## src/sv/egu_pkg.sv

```systemverilog
// Package for the expectile gradient update and gain scan block.
// Holds the state machine type, register indexes and fixed-point helpers.
package egu_pkg;

  typedef enum logic [3:0] {
    S_IDLE, S_GRAD, S_SLACK, S_ACC, S_CPROD, S_DELTA, S_GF, S_T1, S_T2, S_GAIN, S_TOT,
    S_TOT2, S_OUT
  } egu_state_t;

  typedef struct packed {
    logic load;
    logic [3:0] step;
    logic clear;
  } egu_cmd_t;

  localparam logic [2:0] REG_B1 = 3'd0;
  localparam logic [2:0] REG_RB1 = 3'd1;
  localparam logic [2:0] REG_RB2 = 3'd2;
  localparam logic [2:0] REG_BGF = 3'd3;
  localparam logic [2:0] REG_GGF = 3'd4;
  localparam logic [2:0] REG_HCT = 3'd5;
  localparam logic [2:0] REG_TAU = 3'd6;

  localparam logic signed [31:0] Q_ONE = 32'sd65536;
  localparam logic signed [31:0] Q_MINUS_ONE = -32'sd65536;
  localparam logic [63:0] ACC_MAX = 64'h7FFF_FFFF_FFFF_FFFF;

  // Saturate a wide signed sum to 32 bits.
  function automatic logic signed [31:0] sat32(input logic signed [65:0] v);
    if (v > 66'sd2147483647) begin
      sat32 = 32'sh7FFF_FFFF;
    end else if (v < -66'sd2147483648) begin
      sat32 = 32'sh8000_0000;
    end else begin
      sat32 = v[31:0];
    end
  endfunction

  // Add to a Q32.32 accumulator with saturation at 2^63-1.
  function automatic logic [63:0] acc_add(input logic [63:0] a, input logic [63:0] x);
    logic [64:0] s;
    s = {1'b0, a} + {1'b0, x};
    acc_add = (s > {1'b0, ACC_MAX}) ? ACC_MAX : s[63:0];
  endfunction

endpackage

```

## src/sv/egu_ctrl.sv

```systemverilog
// Sequencer for the expectile gradient update block.
// Depends on egu_pkg for the state type and command struct.
module egu_ctrl (
  input  logic clk,
  input  logic rst,
  input  logic in_fire,
  input  logic out_free,
  output logic busy,
  output egu_pkg::egu_cmd_t cmd
);
  import egu_pkg::*;

  egu_state_t state, state_next;

  always_ff @(posedge clk) begin
    if (rst) begin
      state <= S_IDLE;
    end else begin
      state <= state_next;
    end
  end

  always_comb begin
    state_next = state;
    unique case (state)
      S_IDLE:  if (in_fire) state_next = S_GRAD;
      S_GRAD:  state_next = S_SLACK;
      S_SLACK: state_next = S_ACC;
      S_ACC:   state_next = S_CPROD;
      S_CPROD: state_next = S_DELTA;
      S_DELTA: state_next = S_GF;
      S_GF:    state_next = S_T1;
      S_T1:    state_next = S_T2;
      S_T2:    state_next = S_GAIN;
      S_GAIN:  state_next = S_TOT;
      S_TOT:   state_next = S_TOT2;
      S_TOT2:  state_next = S_OUT;
      S_OUT:   if (out_free) state_next = S_IDLE;
      default: state_next = S_IDLE;
    endcase
  end

  always_comb begin
    cmd.load = in_fire;
    cmd.step = state;
    cmd.clear = (state == S_OUT) && out_free;
    busy = (state != S_IDLE);
  end

  assert property (@(posedge clk) disable iff (rst) in_fire |-> state == S_IDLE)
    else $error("item accepted while busy");
  assert property (@(posedge clk) disable iff (rst) state == S_GAIN |=> state == S_TOT)
    else $error("sequence skipped total");
  assert property (@(posedge clk) disable iff (rst)
                   (state == S_OUT && !out_free) |=> state == S_OUT)
    else $error("result dropped");
endmodule

```

## config.mk

```make
export PLATFORM = sky130hd
export DESIGN_NAME = egu_ctrl
export DESIGN_NICKNAME = d
export VERILOG_FILES = /design/src/sv/egu_pkg.sv /design/src/sv/egu_ctrl.sv
export SDC_FILE = /design/constraint.sdc
export NUM_CORES = 1
export LEC_CHECK = 0
export ABC_AREA = 1
export BUFFER_PORTS_ARGS = -buffer_cell sky130_fd_sc_hd__buf_2
export CORE_AREA = 3 3 40 42
export CTS_CLUSTER_SIZE = 24
export DETAILED_ROUTE_END_ITERATION = 16
export DIE_AREA = 0 0 43 45
export PLACE_DENSITY = 0.38
export SETUP_SLACK_MARGIN = 0.3
export SKIP_CTS_REPAIR_TIMING = 1
export SYNTH_ARGS = -nofsm -noshare
export SYNTH_HDL_FRONTEND = slang
export SYNTH_SLANG_ARGS = --single-unit
```

## constraint.sdc

```tcl
create_clock -name clk -period 0.9 [get_ports clk]
set_input_delay 0.09 -clock clk [delete_from_list [all_inputs] [get_ports clk]]
set_output_delay 0.09 -clock clk [all_outputs]
set_load 0.02 [all_outputs]
```

### Yosys cells after proc, flatten, opt, wreduce, memory -nomap -nowiden

Cells that the tools add are included.

| cells by class | value |
|---|---|
| muxes and demuxes | 3 |
| reduce and logical (&&, ||, !) cells | 4 |
| equal/unequal tests | 14 |

Operators with widths:

| operator | number |
|---|---|
| case mux 4 bit (13 select lines) | 1 |
| == test 4 bit (second input constant) | 5 |
| == test 4 x 3 -> 1 bit (second input constant) | 4 |
| == test 4 x 2 -> 1 bit (second input constant) | 2 |
| two-way mux 4 bit | 2 |
| == test 4 x 1 -> 1 bit (second input constant) | 1 |
| logical NOT 4 bit | 1 |
| != test 2 bit (second input constant) | 2 |
| nonzero test 4 bit | 1 |
| AND reduction 2 bit | 1 |
| logical AND 1 bit | 1 |

| storage, ports and cells | value |
|---|---|
| register bits after elaboration | 4 |
| output and inout port bits | 7 |

### Logic depth before layout (Yosys ltp)

| logic depth | value |
|---|---|
| depth after elaboration | 3 |
| mapped depth | 5 |

### Worst setup path before layout

OpenSTA, ideal clock, no wires.

| timing | value |
|---|---|
| path type | reg2out |
| start | register state[2] |
| end | output port cmd[0] (netlist bit) |
| path slack | -0.465 ns |
| arrival time | 1.275 ns |
| stages on the path, launching flop included | 3 |
| path through | dfxtp_1 -> nand2_1 -> nor4_1 |

RTL lines:

| element | line | source |
|---|---|---|
| from (decl) | egu_ctrl.sv:13 | `egu_state_t state, state_next;` |
| from (signal assigned) | egu_ctrl.sv:19 | `state <= state_next;` |
| to (decl) | egu_ctrl.sv:9 | `output egu_pkg::egu_cmd_t cmd` |

==> results.tsv <==
stage	metric	value	unit
run_status	status	finished with violations	
run_status	violations	negative setup slack	
sta	fin_crit	1.114	ns
finish	reg_top3	state x4	
clocking	cts.clk_slew.worst_paths	0.04	ns
sta	slew_headroom	0.8849	
critical_path	cp_slowest_cell	dfxtp_4	
global_routing	antenna_found_initial	0	
clocking	cts-root-buf	clkbuf_4	
floorplan	fp.dieW	43	µm
critical_path	path_delay_family	flip-flops	
yosys	synthCells	30	
placement	hpwl	448.1	µm
finish	antenna_cells	0	
floorplan	dieArea	0.001935	mm²
min_path	holdPathStages	2	
floorplan	core_area	0.001285	mm²
critical_path	cpPeakStageDelay	0.36	ns
route	post-route-drc-count	0	
global_routing	grtUsageTotal	0.06739	
power_and_ir_drop	p_leak	0.2046	nW
critical_path	worst_r2r_path_depth	6	
job	maxCapViolCount	0	
clocking	clk_path_buf_depth	2	
route	avgViaCountPerCell	3.885	
route	ant_nets	0	
critical_path	cp_num_cells	2	
finish	mostFrequentLayoutCells	6 x nand2_1, 5 x buf_2, 5 x buf_6, 4 x buf_4, 4 x dfxtp_4	
floorplan	die_y	45	µm
sta	finalSetupViolations	7	
clocking	clkSinkCount	4	
route	drtIter0Drc	2	
sta	finalClockSkew	0.003821	ns
clocking	cts_max_level	1	
yosys	synth_nets	34	
sta	worstMarginPinSlew	0.1713	ns
floorplan	io_pins	11	
floorplan	placementRows	13	
clocking	cts_buffers	3	
critical_path	arrival	1.02	ns
clocking	clk_latency	0.24	ns
sta	fmax	897.8	MHz
critical_path	worstSetupPathType	register to primary output	
route	first_pass_iters	2	
sta	drv_slew	0	
global_routing	grt_pass1_vias	232	
clocking	cts_tree	done	
route	routed_wirelength	561	µm
yosys	ys_ff_latch	4	
critical_path	crit_path_end_kind	primary output	
critical_path	cp.required	0.81	ns
floorplan	initial_utilization	0.1558	
sta	setup_slack	-0.2139	ns
global_routing	grt_pass1_wl	855	µm
critical_path	start_kind	register	
sta	finalHoldWorstSlack	0.05449	ns
global_routing	grt.overflow.total	0	
placement	io_buffers	10	
min_path	min_path_type	input pin to register	
power_and_ir_drop	powerDensity	1504	mW/mm²
yosys	synth_area	200.2	µm²
critical_path	worstPathCellList	nor4_4, buf_4	
finish	largest_reg_flops	4	
route	wl_per_cell	9.197	µm
power_and_ir_drop	p_total	0.6154	mW
yosys	avgSynthCellArea	6.673	µm²
finish	layout-drive-gt1-share	0.6522	
critical_path	path_buf_inv	1	
route	vias	237	
global_routing	grt_max_degree	7	
sta	hold_violations	0	
finish	mostFrequentLayoutCell	nand2_1	
power_and_ir_drop	ir_worst_vdd	509.4	µV
finish	largest-register	state	
yosys	synth_cell_types	12	
critical_path	crit_fanout	6	
sta	rsz0062_at_grt	true	
sta	finalCritPeriodShare	1.238	
yosys	yosys_warnings	0	
yosys	synth-seq-area-share	0.4000	
placement	routabilityCongestion	0.7204	
finish	area_growth	104.4	%
finish	nNetsFinal	52	
-- synthesized netlist by cell type --
| library cell | number | area (µm²) |
|---|---|---|
| nand3_1 | 3 | 15.01 |
| buf_4 | 1 | 7.510 |
| nor3_1 | 1 | 5.000 |
| a21oi_1 | 2 | 10.01 |
| nand2_1 | 9 | 33.78 |
| inv_1 | 3 | 11.26 |
| nor2_2 | 1 | 6.260 |
| dfxtp_1 | 4 | 80.08 |
| inv_2 | 1 | 3.750 |
| nor2_1 | 3 | 11.26 |
| nand3_2 | 1 | 10.01 |
| nor4_1 | 1 | 6.260 |
-- worst reg2reg max path, delay by kind of cell (launching register included) --
family,cells,cell delay [ns]
buffers and inverters,2,0.19
DFF,1,0.38
and+or+nand+nor,4,0.28
-- per-stage QoR --
stage / worst slack, ns / TNS (ns) / cell area, µm² / cells / utilization
after floorplan: 0.005719 / 0 / 247.7 / 30 / -
after global placement: 0.001436 / 0 / 309.0 / 54 / 0.2405
after detailed placement: -0.004465 / -0.004465 / 309.0 / 54 / 0.2405
after CTS: -0.2566 / -0.4488 / 331.6 / 57 / 0.2580
after global routing: -0.2611 / -0.7993 / 409.1 / 61 / 0.3184
final: -0.2139 / -0.4992 / 409.1 / 61 / 0.3184
-- final cells by class --
type,count,area [µm²]
clock buffer,3,22.52
sequential,4,95.09
timing repair buffer,14,111.4
tap,15,18.77
multi-input combinational,21,143.9
fill,140,875.8
inverter,4,17.52
-- per-layer routing --
metal  share of wire  wire length [µm]  track usage  vias up
li1                -                 -            -      127
met1            0.35               195      0.05529       98
met2            0.51               287      0.09281        8
met3            0.10                57      0.03586        4
met4           0.037                21       0.1084        0
met5               0                 0            0        -
-- power breakdown --
part / switching (mW) / internal, mW / total, mW
clock network: 0.0705 / 0.149 / 0.219
logic: 0.0867 / 0.0844 / 0.171
registers: 0.0336 / 0.191 / 0.225
-- worst paths after layout --
check	startpoint	to	slack (ns)
setup / recovery	state[0]$_SDFFE_PP0P_	cmd[0]	-0.21
hold / removal	rst	state[2]$_SDFFE_PP0P_	0.05
setup reg to reg	state[2]$_SDFFE_PP0P_	state[0]$_SDFFE_PP0P_	-0.04
hold reg to reg	state[3]$_SDFFE_PP0P_	state[1]$_SDFFE_PP0P_	0.57
-- cell families after synthesis --
kind of cell / Yosys count / share of synthesized area
flip-flops: 4 / 0.4000
AO/OA/AOI/OAI: 2 / 0.05000
buffers and inverters: 5 / 0.1125
AND/OR/NAND/NOR: 19 / 0.4375
(Power assumes the default switching activity.)
